`config.mk`:
```
export PLATFORM = sky130hd
export DESIGN_NAME = pulse_width_register_write_tx_flat
export DESIGN_NICKNAME = d
export VERILOG_FILES = /design/src/rtl/core/pwrw_pkg.sv /design/src/rtl/core/pwrw_if.sv /design/src/rtl/core/pulse_width_register_write_tx.sv /design/src/rtl/core/pwrw_cfg_regs.sv /design/src/rtl/core/pwrw_engine.sv /design/src/flat_wrapper.sv
export VERILOG_INCLUDE_DIRS = /design/src /design/src/rtl/core
export SDC_FILE = /design/constraint.sdc
export NUM_CORES = 1
export LEC_CHECK = 0
export BUFFER_PORTS_ARGS = -buffer_cell sky130_fd_sc_hd__buf_4
export CAP_MARGIN = 20
export CORE_MARGIN = 2
export CORE_UTILIZATION = 50
export CTS_BUF_LIST = sky130_fd_sc_hd__clkbuf_4 sky130_fd_sc_hd__clkbuf_8
export CTS_CLUSTER_DIAMETER = 40
export DETAILED_ROUTE_END_ITERATION = 8
export PLACE_DENSITY = 0.68
export SLEW_MARGIN = 15
export SYNTH_ARGS = -nofsm -noshare
export SYNTH_HDL_FRONTEND = slang
export SYNTH_SLANG_ARGS = --single-unit
```
`constraint.sdc`:
```
create_clock -name clk_i -period 6.1 [get_ports clk_i]
set_input_delay 0.61 -clock clk_i [delete_from_list [all_inputs] [get_ports clk_i]]
set_output_delay 0.61 -clock clk_i [all_outputs]
set_load 0.05 [all_outputs]
```
`src/rtl/core/pulse_width_register_write_tx_assert.svh`:
```
// ----------------------------------------------------------------------------
// Pulse-width register write transmitter assertion macros
// Concurrent check wrappers, compiled out when SYNTH is defined.
// ----------------------------------------------------------------------------
`ifndef PULSE_WIDTH_REGISTER_WRITE_TX_ASSERT_SVH
`define PULSE_WIDTH_REGISTER_WRITE_TX_ASSERT_SVH

`ifndef SYNTH
// same-cycle implication
`define PWRW_ASSERT_IMP(name, clk, rstn, ante, cons, msg) \
  name: assert property (@(posedge clk) disable iff (!rstn) (ante) |-> (cons)) \
    else $error(msg);
// next-cycle implication
`define PWRW_ASSERT_NXT(name, clk, rstn, ante, cons, msg) \
  name: assert property (@(posedge clk) disable iff (!rstn) (ante) |=> (cons)) \
    else $error(msg);
`else
`define PWRW_ASSERT_IMP(name, clk, rstn, ante, cons, msg)
`define PWRW_ASSERT_NXT(name, clk, rstn, ante, cons, msg)
`endif

`endif

```
`src/rtl/core/pwrw_pkg.sv`:
```
// ----------------------------------------------------------------------------
// Pulse-width register write transmitter package
// Shared types, register codes and reset values.
// ----------------------------------------------------------------------------
`default_nettype none

package pwrw_pkg;

  localparam int unsigned WordBits = 24;
  localparam int unsigned BitIdxW  = 5;
  localparam int unsigned CntW     = 8;
  localparam int unsigned CfgIdxW  = 3;
  localparam int unsigned CfgDataW = 8;

  typedef enum logic [CfgIdxW-1:0] {
    CFG_DEV_ADDR = 3'd0,
    CFG_PILOT    = 3'd1,
    CFG_ZERO     = 3'd2,
    CFG_ONE      = 3'd3,
    CFG_SPACE    = 3'd4,
    CFG_STOP     = 3'd5,
    CFG_PRE      = 3'd6,
    CFG_POST     = 3'd7
  } cfg_idx_e;

  typedef enum logic [1:0] {
    REQ_NONE      = 2'd0,
    REQ_ACCEPTED  = 2'd1,
    REQ_REF_AUDIO = 2'd2,
    REQ_REF_BUSY  = 2'd3
  } req_status_e;

  typedef struct packed {
    logic [6:0]      dev_addr;
    logic [CntW-1:0] pilot;
    logic [CntW-1:0] zero;
    logic [CntW-1:0] one;
    logic [CntW-1:0] space;
    logic [CntW-1:0] stop;
    logic [CntW-1:0] pre;
    logic [CntW-1:0] post;
  } cfg_t;

  localparam cfg_t CfgReset = '{
    dev_addr: 7'h53,
    pilot:    8'd10,
    zero:     8'd10,
    one:      8'd30,
    space:    8'd10,
    stop:     8'd130,
    pre:      8'd60,
    post:     8'd60
  };

  typedef struct packed {
    logic       cmd;
    logic [7:0] reg_address;
    logic [7:0] reg_value;
    logic       audio_active;
  } item_t;

  typedef struct packed {
    logic        select_level;
    logic        clock_pulse;
    logic        busy_res;
    req_status_e request_status;
    logic        write_done;
  } result_t;

endpackage

`default_nettype wire

```
`src/rtl/core/pwrw_if.sv`:
```
// ----------------------------------------------------------------------------
// Pulse-width register write transmitter channels
// Valid/ready word channels for commands and per-tick results.
// ----------------------------------------------------------------------------
`default_nettype none

interface pwrw_in_if;
  logic       valid;
  logic       ready;
  logic       cmd;
  logic [7:0] reg_address;
  logic [7:0] reg_value;
  logic       audio_active;

  modport source (output valid, cmd, reg_address, reg_value, audio_active, input ready);
  modport sink   (input valid, cmd, reg_address, reg_value, audio_active, output ready);
endinterface

interface pwrw_out_if;
  logic       valid;
  logic       ready;
  logic       select_level;
  logic       clock_pulse;
  logic       busy_res;
  logic [1:0] request_status;
  logic       write_done;

  modport source (output valid, select_level, clock_pulse, busy_res, request_status,
                  write_done, input ready);
  modport sink   (input valid, select_level, clock_pulse, busy_res, request_status,
                  write_done, output ready);
endinterface

`default_nettype wire

```
`src/rtl/core/pulse_width_register_write_tx.sv`:
```
// Takes one command word per clock cycle, back to back, while the result side
// drains, and returns one result word for each through the input register and
// then the result register, with all phase, counter and shift-word updates made
// in the single pass between them. Each tick word advances the waveform by one
// serial clock period; a whole write runs pre + pilot + space + the 24 bit runs
// and spaces + stop + post ticks. The input side stays ready while a result waits
// as long as the result register can drain into the next free slot.
// ----------------------------------------------------------------------------
// Pulse-width register write transmitter top level
// Input register, waveform engine and result register with valid/ready words.
// ----------------------------------------------------------------------------
`default_nettype none

`include "pulse_width_register_write_tx_assert.svh"

module pulse_width_register_write_tx
  import pwrw_pkg::*;
(
  input  wire logic                clk_i,
  input  wire logic                rst_ni,
  pwrw_in_if.sink                  in_i,
  pwrw_out_if.source               out_o,
  input  wire logic                cfg_we_i,
  input  wire logic [CfgIdxW-1:0]  cfg_idx_i,
  input  wire logic [CfgDataW-1:0] cfg_data_i
);

  logic    in_v_q, in_v_d;
  item_t   in_q;
  logic    out_v_q, out_v_d;
  logic    advance;
  logic    fire;
  logic    in_acc;
  cfg_t    cfg;
  result_t res;

  assign advance   = ~out_v_q | out_o.ready;
  assign fire      = in_v_q & advance;
  assign in_i.ready = ~in_v_q | advance;
  assign in_acc    = in_i.valid & in_i.ready;

  assign in_v_d  = in_acc | (in_v_q & ~fire);
  assign out_v_d = fire | (out_v_q & ~out_o.ready);

  always_ff @(posedge clk_i or negedge rst_ni) begin
    if (!rst_ni) begin
      in_v_q  <= 1'b0;
      out_v_q <= 1'b0;
    end else begin
      in_v_q  <= in_v_d;
      out_v_q <= out_v_d;
    end
  end

  always_ff @(posedge clk_i) begin
    if (in_acc) begin
      in_q <= '{cmd: in_i.cmd, reg_address: in_i.reg_address,
                reg_value: in_i.reg_value, audio_active: in_i.audio_active};
    end
  end

  pwrw_cfg_regs u_cfg (
    .clk_i  (clk_i),
    .rst_ni (rst_ni),
    .we_i   (cfg_we_i),
    .idx_i  (cfg_idx_e'(cfg_idx_i)),
    .data_i (cfg_data_i),
    .cfg_o  (cfg)
  );

  pwrw_engine u_engine (
    .clk_i  (clk_i),
    .rst_ni (rst_ni),
    .step_i (fire),
    .item_i (in_q),
    .cfg_i  (cfg),
    .res_o  (res)
  );

  assign out_o.valid          = out_v_q;
  assign out_o.select_level   = res.select_level;
  assign out_o.clock_pulse    = res.clock_pulse;
  assign out_o.busy_res       = res.busy_res;
  assign out_o.request_status = res.request_status;
  assign out_o.write_done     = res.write_done;

  `PWRW_ASSERT_NXT(a_in_hold, clk_i, rst_ni, in_v_q && !fire, in_v_q, "input word dropped")
  `PWRW_ASSERT_NXT(a_fire_out, clk_i, rst_ni, fire, out_v_q, "result word lost")
  `PWRW_ASSERT_IMP(a_done_tick, clk_i, rst_ni, out_v_q && res.write_done, res.clock_pulse && res.busy_res && (res.request_status == REQ_NONE), "done outside a write tick")
  `PWRW_ASSERT_IMP(a_busy_refuse, clk_i, rst_ni, out_v_q && ((res.request_status == REQ_ACCEPTED) || (res.request_status == REQ_REF_BUSY)), res.busy_res && !res.clock_pulse, "request status without busy")

endmodule

`default_nettype wire

```
`src/rtl/core/pwrw_cfg_regs.sv`:
```
// ----------------------------------------------------------------------------
// Pulse-width register write transmitter configuration registers
// Address, timing run lengths; written through a plain write port.
// ----------------------------------------------------------------------------
`default_nettype none

module pwrw_cfg_regs
  import pwrw_pkg::*;
(
  input  wire logic                clk_i,
  input  wire logic                rst_ni,
  input  wire logic                we_i,
  input  wire cfg_idx_e            idx_i,
  input  wire logic [CfgDataW-1:0] data_i,
  output cfg_t                     cfg_o
);

  cfg_t cfg_q, cfg_d;

  always_comb begin
    cfg_d = cfg_q;
    if (we_i) begin
      unique case (idx_i)
        CFG_DEV_ADDR: cfg_d.dev_addr = data_i[6:0];
        CFG_PILOT:    cfg_d.pilot    = data_i;
        CFG_ZERO:     cfg_d.zero     = data_i;
        CFG_ONE:      cfg_d.one      = data_i;
        CFG_SPACE:    cfg_d.space    = data_i;
        CFG_STOP:     cfg_d.stop     = data_i;
        CFG_PRE:      cfg_d.pre      = data_i;
        CFG_POST:     cfg_d.post     = data_i;
      endcase
    end
  end

  always_ff @(posedge clk_i or negedge rst_ni) begin
    if (!rst_ni) begin
      cfg_q <= CfgReset;
    end else begin
      cfg_q <= cfg_d;
    end
  end

  assign cfg_o = cfg_q;

endmodule

`default_nettype wire

```
`src/rtl/core/pwrw_engine.sv`:
```
// ----------------------------------------------------------------------------
// Pulse-width register write transmitter waveform engine
// Phase sequencer, run counter and shift word; registers one result per word.
// ----------------------------------------------------------------------------
`default_nettype none

module pwrw_engine
  import pwrw_pkg::*;
(
  input  wire logic  clk_i,
  input  wire logic  rst_ni,
  input  wire logic  step_i,
  input  wire item_t item_i,
  input  wire cfg_t  cfg_i,
  output result_t    res_o
);

  typedef enum logic [2:0] {
    PH_IDLE  = 3'd0,
    PH_PRE   = 3'd1,
    PH_PILOT = 3'd2,
    PH_BITS  = 3'd3,
    PH_STOP  = 3'd4,
    PH_POST  = 3'd5
  } phase_e;

  localparam logic [BitIdxW-1:0] LastBit = BitIdxW'(WordBits - 1);

  phase_e                phase_q, phase_d;
  logic [CntW-1:0]       cnt_q, cnt_d;
  logic [BitIdxW-1:0]    bit_q, bit_d;
  logic [WordBits-1:0]   shift_q, shift_d;
  logic                  space_q, space_d;
  result_t               res_q, res_d;

  logic                  level;
  logic [CntW-1:0]       run_len;
  logic [BitIdxW-1:0]    bit_pos;
  logic                  cur_bit;
  logic                  run_end;

  assign bit_pos = LastBit - bit_q;
  assign cur_bit = shift_q[bit_pos];
  assign run_end = ({1'b0, cnt_q} + {{CntW{1'b0}}, 1'b1}) >= {1'b0, run_len};

  always_comb begin
    unique case (phase_q)
      PH_PILOT, PH_BITS: level = ~space_q;
      PH_STOP:           level = 1'b1;
      default:           level = 1'b0;
    endcase
  end

  always_comb begin
    unique case (phase_q)
      PH_PRE:   run_len = cfg_i.pre;
      PH_PILOT: run_len = space_q ? cfg_i.space : cfg_i.pilot;
      PH_BITS:  run_len = space_q ? cfg_i.space : (cur_bit ? cfg_i.one : cfg_i.zero);
      PH_STOP:  run_len = cfg_i.stop;
      PH_POST:  run_len = cfg_i.post;
      default:  run_len = CntW'(1);
    endcase
  end

  always_comb begin
    phase_d = phase_q;
    cnt_d   = cnt_q;
    bit_d   = bit_q;
    shift_d = shift_q;
    space_d = space_q;
    res_d   = res_q;
    if (step_i) begin
      res_d = '{select_level: 1'b0, clock_pulse: 1'b0, busy_res: 1'b0,
                request_status: REQ_NONE, write_done: 1'b0};
      if (item_i.cmd) begin
        priority if (item_i.audio_active) begin
          res_d.request_status = REQ_REF_AUDIO;
          res_d.select_level   = level;
          res_d.busy_res       = (phase_q != PH_IDLE);
        end else if (phase_q != PH_IDLE) begin
          res_d.request_status = REQ_REF_BUSY;
          res_d.select_level   = level;
          res_d.busy_res       = 1'b1;
        end else begin
          res_d.request_status = REQ_ACCEPTED;
          res_d.busy_res       = 1'b1;
          shift_d = {cfg_i.dev_addr, 1'b0, item_i.reg_address, item_i.reg_value};
          phase_d = PH_PRE;
          cnt_d   = '0;
          bit_d   = '0;
          space_d = 1'b0;
        end
      end else if (phase_q != PH_IDLE) begin
        res_d.select_level = level;
        res_d.clock_pulse  = 1'b1;
        res_d.busy_res     = 1'b1;
        if (run_end) begin
          cnt_d = '0;
          unique case (phase_q)
            PH_PRE: begin
              phase_d = PH_PILOT;
              space_d = 1'b0;
            end
            PH_PILOT: begin
              if (!space_q) begin
                space_d = 1'b1;
              end else begin
                phase_d = PH_BITS;
                bit_d   = '0;
                space_d = 1'b0;
              end
            end
            PH_BITS: begin
              priority if (!space_q) begin
                space_d = 1'b1;
              end else if (bit_q >= LastBit) begin
                phase_d = PH_STOP;
                space_d = 1'b0;
              end else begin
                bit_d   = bit_q + BitIdxW'(1);
                space_d = 1'b0;
              end
            end
            PH_STOP: begin
              phase_d = PH_POST;
            end
            default: begin
              phase_d = PH_IDLE;
              bit_d   = '0;
              space_d = 1'b0;
              res_d.write_done = 1'b1;
            end
          endcase
        end else begin
          cnt_d = cnt_q + CntW'(1);
        end
      end
    end
  end

  always_ff @(posedge clk_i or negedge rst_ni) begin
    if (!rst_ni) begin
      phase_q <= PH_IDLE;
      cnt_q   <= '0;
      bit_q   <= '0;
      shift_q <= '0;
      space_q <= 1'b0;
      res_q   <= '{select_level: 1'b0, clock_pulse: 1'b0, busy_res: 1'b0,
                   request_status: REQ_NONE, write_done: 1'b0};
    end else begin
      phase_q <= phase_d;
      cnt_q   <= cnt_d;
      bit_q   <= bit_d;
      shift_q <= shift_d;
      space_q <= space_d;
      res_q   <= res_d;
    end
  end

  assign res_o = res_q;

endmodule

`default_nettype wire

```
`src/flat_wrapper.sv`:
```
// flat-port wrapper written by rule: the top's interface ports become plain ports
module pulse_width_register_write_tx_flat import pwrw_pkg::*;
  (clk_i, rst_ni, cfg_we_i, cfg_idx_i, cfg_data_i, in_i_valid, in_i_cmd, in_i_reg_address, in_i_reg_value, in_i_audio_active, in_i_ready, out_o_valid, out_o_select_level, out_o_clock_pulse, out_o_busy_res, out_o_request_status, out_o_write_done, out_o_ready);
  pwrw_in_if in_i_i ();
  pwrw_out_if out_o_i ();
  input  wire logic clk_i;
  input  wire logic rst_ni;
  input  wire logic cfg_we_i;
  input  wire logic [CfgIdxW-1:0] cfg_idx_i;
  input  wire logic [CfgDataW-1:0] cfg_data_i;
  input wire logic [$bits(in_i_i.valid)-1:0] in_i_valid;
  input wire logic [$bits(in_i_i.cmd)-1:0] in_i_cmd;
  input wire logic [$bits(in_i_i.reg_address)-1:0] in_i_reg_address;
  input wire logic [$bits(in_i_i.reg_value)-1:0] in_i_reg_value;
  input wire logic [$bits(in_i_i.audio_active)-1:0] in_i_audio_active;
  output wire logic [$bits(in_i_i.ready)-1:0] in_i_ready;
  output wire logic [$bits(out_o_i.valid)-1:0] out_o_valid;
  output wire logic [$bits(out_o_i.select_level)-1:0] out_o_select_level;
  output wire logic [$bits(out_o_i.clock_pulse)-1:0] out_o_clock_pulse;
  output wire logic [$bits(out_o_i.busy_res)-1:0] out_o_busy_res;
  output wire logic [$bits(out_o_i.request_status)-1:0] out_o_request_status;
  output wire logic [$bits(out_o_i.write_done)-1:0] out_o_write_done;
  input wire logic [$bits(out_o_i.ready)-1:0] out_o_ready;
  assign in_i_i.valid = in_i_valid;
  assign in_i_i.cmd = in_i_cmd;
  assign in_i_i.reg_address = in_i_reg_address;
  assign in_i_i.reg_value = in_i_reg_value;
  assign in_i_i.audio_active = in_i_audio_active;
  assign in_i_ready = in_i_i.ready;
  assign out_o_valid = out_o_i.valid;
  assign out_o_select_level = out_o_i.select_level;
  assign out_o_clock_pulse = out_o_i.clock_pulse;
  assign out_o_busy_res = out_o_i.busy_res;
  assign out_o_request_status = out_o_i.request_status;
  assign out_o_write_done = out_o_i.write_done;
  assign out_o_i.ready = out_o_ready;
  pulse_width_register_write_tx u_core (.clk_i(clk_i), .rst_ni(rst_ni), .in_i(in_i_i), .out_o(out_o_i), .cfg_we_i(cfg_we_i), .cfg_idx_i(cfg_idx_i), .cfg_data_i(cfg_data_i));
endmodule
```
==> results list <==
- Per report_power, the combinational group accounts for around 27% of the total.
* Worst-margin pin slew: around 0.8 ns
- Once layout is complete, the cells apart from fillers number 672.
- Warning count from the yosys run: 0
* Yosys cell types: 54
- Switch share: 32.5%
- In the synthesized netlist the dominant register cell turns out to be sky130_fd_sc_hd__dfrtp_1.
- Inserted Clock Buffers: 17
- Flip-flop and latch count after synthesis: 129
- Initial Util: approximately 51%
- Clock tree synthesis found a total of ~130 sinks.
- Crit-path cells: mux4_1 > mux2i_1 > or3_1 > nand3_4 > mux2_2 > a21oi_1 > ha_1 > a21o_1 > a221oi_1 > o221ai_4 > o211ai_2 > nand2b_1 > o21ai_0
- After legalization and detailed placement, the total HPWL measured about 8600 µm.
- Endpoint arrival time on the critical path: 4.35 ns
- DRT Wirelength: 12200 µm
- Number of failing hold endpoints at the final stage: 0
- Sequential cells account for 45.9% of the total power.
- Post-synth net total: 519
* Unrepaired setup endpoints after global routing: no
- 42 I/O pins were placed.
* Slowest CP cell: sky130_fd_sc_hd__dfrtp_1
- Number of buffers inserted for hold repair after clock tree synthesis: 0
* Internal: 0.00183 W
- Fill cells in the final layout number 975.
- Post-Synth Adder-Cell Area: 3.06%
- By area, the combinational part of the netlist is dominated by multiplexers.
- Class of the most critical hold timing path: primary input to asynchronous set/reset pin
- With fillers left out, the area of the finished cells amounts to 6940 µm².
- Input and output buffers added on the ports amount to 41.
* Buffers inserted during post-CTS setup optimization: 0
* Required @ worst endpoint: 6.40 ns
- Clock latency on the worst-skew pair, taken at its later pin, is 0.44 ns.
- Net count of the finished layout: 561
* Synth Cell Area: 6130 µm²
- Result of the run: finished clean
* Post-synthesis xor/xnor area fraction: 1.14%
- After layout, the minimum clock period comes to 4.05 ns.
* Placed cell count: 640
- Synthesis produced 470 cells.
- Number of synthesized flops with an enable pin: 18
- Compared with the post-synthesis result, the final layout area differs by 13.3%.
* Share of synthesized registers carrying an async set or reset: 86.0%
* Sum of overflow across all layers after global routing: 0
- Largest fanout of any net on the critical path: 13
- Sequential elements use 54.7% of the synthesized area.
- Via count of the first global-routing pass: 4016
- Grouping stages by cell kind, the critical path spends the most delay in compound AO/OA/AOI/OAI gates.
- The synthesized netlist devotes 8.93% of its cell area to simple gates.
- Number of max-capacitance violations reported: 0
- CTS tree: done
- Routability-driven placement finished with a final weighted congestion of 0.813.
- In this run the number of H-tree levels came out at 4.
* Post-cts repair resize count: 0
- Static Leak: 2.93 nW
- Number of diodes added for antenna fixing: 0
- All-Layer GR Usage: around a fifth
- Critical path's largest stage delay: between 0.6 and 0.7 ns
- The region available for standard cell placement spans 12000 µm².
- In the synthesized netlist, mux cells make up 21.5% of the area.
* X dimension of the die: 115 µm
* Final Setup Violations: 0
- After detailed routing, the number of vias per cell comes to between 5 and 6.
- The first TritonRoute pass finished after 4 iterations.
* Compound-cell area share of the yosys netlist: around 9%
* Sum Neg Setup Slack: 0 ns
- Area used by sequential logic in the layout: 3350 µm²
- Area of the die: 13200 µm²
- Cells fill 58.0% of the core in the end.
- Clock share of power: 26.8%
* Maximum number of pins on one net before global-route repair: 58
- Dividing total power by cell area gives a power density of 390 nW/µm².
- Count of vias placed by the detailed router: roughly 3900
- Final slew viol count: 0
- The tree is rooted in a sky130_fd_sc_hd__clkbuf_8.
- Dividing the detail-routed wire length by the instance count gives 18.1 µm.
- Die height: ~110 µm
* Switching power: 0.000880 W
- The first global-routing pass estimated 20500 µm of wire.
- The initial antenna violation count was 0.
* Average size of a mapped cell: between 10 and 15 µm²
* Max frequency: around 0.25 GHz
- Layout cells sized above 1: 40.8%
- Final Cycle Share: 66.4%
* Clock slew seen by the registers of the worst setup and hold paths: 0.08 ns
- In this run, the number of DRC markers left after iteration 0 of detailed routing was 232.
* Max VDD drop: ~220 µV
- Kind of start point of the critical path: register
- The worst pin sits at a relative slew slack of 46.0%.
- After detailed routing, the number of remaining DRC violations is 0.
- The clock passes through at most 2 buffers.
- The clock arrives with 0.0101 ns of skew.
- Cell Area, Placed: 6540 µm²
* Setup crit end kind: register
* Worst setup slack after layout: about 2 ns
* Combined buffer and inverter count along the critical path: 0
- The initialized floorplan defines 40 standard-cell rows.
- In the final layout, the multi-input gates occupy 2670 µm².
- In this run the remaining antenna-violating nets after routing total 0.
- The critical path is of the register to register type.
- At the placement stage, the worst setup path has a slack of between 1.5 and 2 ns.
-- path summary, 6_finish.rpt --
check / from / endpoint / slack [ns] / cells after the start
max: u_core.u_engine.bit_q[0]$_DFFE_PN0P_ / u_core.u_engine.bit_q[0]$_DFFE_PN0P_ / 2.05 / 13
min: rst_ni / u_core.u_cfg.cfg_o[6]$_DFFE_PN0P_ / 0.22 / 1
max reg2reg: u_core.u_engine.bit_q[0]$_DFFE_PN0P_ / u_core.u_engine.bit_q[0]$_DFFE_PN0P_ / 2.05 / 13
min reg2reg: u_core.in_q[15]$_DFFE_PP_ / u_core.u_engine.shift_q[14]$_DFFE_PN0P_ / 0.48 / 1
max in group asynchronous: rst_ni / u_core.u_cfg.cfg_o[18]$_DFFE_PN0P_ / 4.68 / 2
min in group clk_i: in_i_reg_value[0] / u_core.in_q[1]$_DFFE_PP_ / 0.34 / 1
-- synthesized netlist by cell type, types with 3 or more instances --
master                     instances  area, µm²
sky130_fd_sc_hd__o31ai_1           4       30.0
sky130_fd_sc_hd__ha_1             15        188
sky130_fd_sc_hd__nand3_1           7       35.0
sky130_fd_sc_hd__nor3_1            7       35.0
sky130_fd_sc_hd__nand2b_1         10       62.6
sky130_fd_sc_hd__and3_1            3       18.8
sky130_fd_sc_hd__edfxtp_1         18        541
sky130_fd_sc_hd__nor2_1           15       56.3
sky130_fd_sc_hd__o22ai_1           8       50.1
sky130_fd_sc_hd__dfrtp_1          87       2180
sky130_fd_sc_hd__buf_2             6       30.0
sky130_fd_sc_hd__xnor2_1           6       52.6
sky130_fd_sc_hd__nand4_1           5       31.3
sky130_fd_sc_hd__nand3b_1          3       22.5
sky130_fd_sc_hd__mux2i_1           8       80.1
sky130_fd_sc_hd__a22o_1            4       35.0
sky130_fd_sc_hd__o21ai_0          22        110
sky130_fd_sc_hd__a21oi_1          11       55.1
sky130_fd_sc_hd__a22oi_1          16        120
sky130_fd_sc_hd__nand4b_1          3       26.3
sky130_fd_sc_hd__dfstp_2          24        631
sky130_fd_sc_hd__nand2_1          25       93.8
sky130_fd_sc_hd__mux2_2          103       1160
sky130_fd_sc_hd__or3_1             3       18.8
sky130_fd_sc_hd__and2_1            3       18.8
sky130_fd_sc_hd__clkbuf_1         12       45.0
sky130_fd_sc_hd__inv_1             5       18.8
-- worst reg2reg max path: stages (launching register included) --
cell                       delay, ns
sky130_fd_sc_hd__dfrtp_1        0.64
sky130_fd_sc_hd__mux4_1         0.62
sky130_fd_sc_hd__mux2i_1        0.12
sky130_fd_sc_hd__or3_1          0.16
sky130_fd_sc_hd__nand3_4        0.15
sky130_fd_sc_hd__mux2_2         0.31
sky130_fd_sc_hd__a21oi_1        0.17
sky130_fd_sc_hd__ha_1           0.28
sky130_fd_sc_hd__a21o_1         0.17
sky130_fd_sc_hd__a221oi_1       0.42
sky130_fd_sc_hd__o221ai_4       0.26
sky130_fd_sc_hd__o211ai_2       0.33
sky130_fd_sc_hd__nand2b_1       0.20
sky130_fd_sc_hd__o21ai_0        0.09
-- logic make-up (layout without fill, tap and decap cells) --
| family | after synthesis | after routing |
|---|---|---|
| buf+inv | 25 | 80 |
| simple gates | 98 | 98 |
| xor+xnor | 8 | 8 |
| fa+ha+maj | 15 | 15 |
| compound gates | 81 | 81 |
| mux | 114 | 114 |
| flops | 129 | 129 |
-- placed cells by master (no fill, tap or decap), drive strengths merged, types with 8 or more instances in the layout --
master / count
nor2: 15
nand2: 25
clkbuf: 19
dfstp: 24
mux2: 103
dfrtp: 87
a21oi: 11
ha: 15
edfxtp: 18
mux2i: 8
o21ai: 23
nand2b: 10
o22ai: 8
buf: 43
nor3: 9
nand3: 9
a22oi: 16
-- final cells by class --
class / instances / area share, %
clock buffers: 19 / 3.77
clock inverters: 13 / 1.95
inverters: 5 / 0.270
multi-input cells: 316 / 38.5
flip-flops and latches: 129 / 48.3
well taps: 147 / 2.65
repair buffers: 43 / 4.65
-- registers in the layout, summed over array words and instances, names as in the netlist --
name / count
u_core.u_cfg.cfg_o: 63
u_core.u_engine.shift_q: 23
u_core.in_q: 18
u_core.u_engine.cnt_q: 8
u_core.u_engine.res_o: 6
u_core.u_engine.bit_q: 5
u_core.u_engine.phase_q: 3
u_core.in_v_q: 1
u_core.out_o.valid: 1
u_core.u_engine.space_q: 1
-- layer usage --
metal  global-route usage (%)  wire length (µm)
met3                     5.03               550
met4                     7.97               245
met2                     32.8              6080
met1                     27.0              5300
met5                        0                 0
-- per-stage QoR --
step / hold WS, ns / total power, W
final: 0.224 / 0.00271
after global routing: 0.259 / 0.00288
after CTS: 0.223 / 0.00273
after detailed placement: 0.463 / 0.00200
after global placement: 0.460 / 0.00197
after floorplan: 0.314 / 0.00179
-- power groups by stage --
| stage | clock [W] | combinational, W | sequential [W] |
|---|---|---|---|
| 2_1_floorplan | 0 | 0.000592 | 0.00119 |
| 3_3_place_gp | 0 | 0.000719 | 0.00125 |
| 3_5_place_dp | 0 | 0.000747 | 0.00126 |
| 4_1_cts | 0.000745 | 0.000748 | 0.00124 |
| 5_1_grt | 0.000788 | 0.000818 | 0.00127 |
| 6_report | 0.000726 | 0.000739 | 0.00124 |
Power figures use the tool's default switching activity.
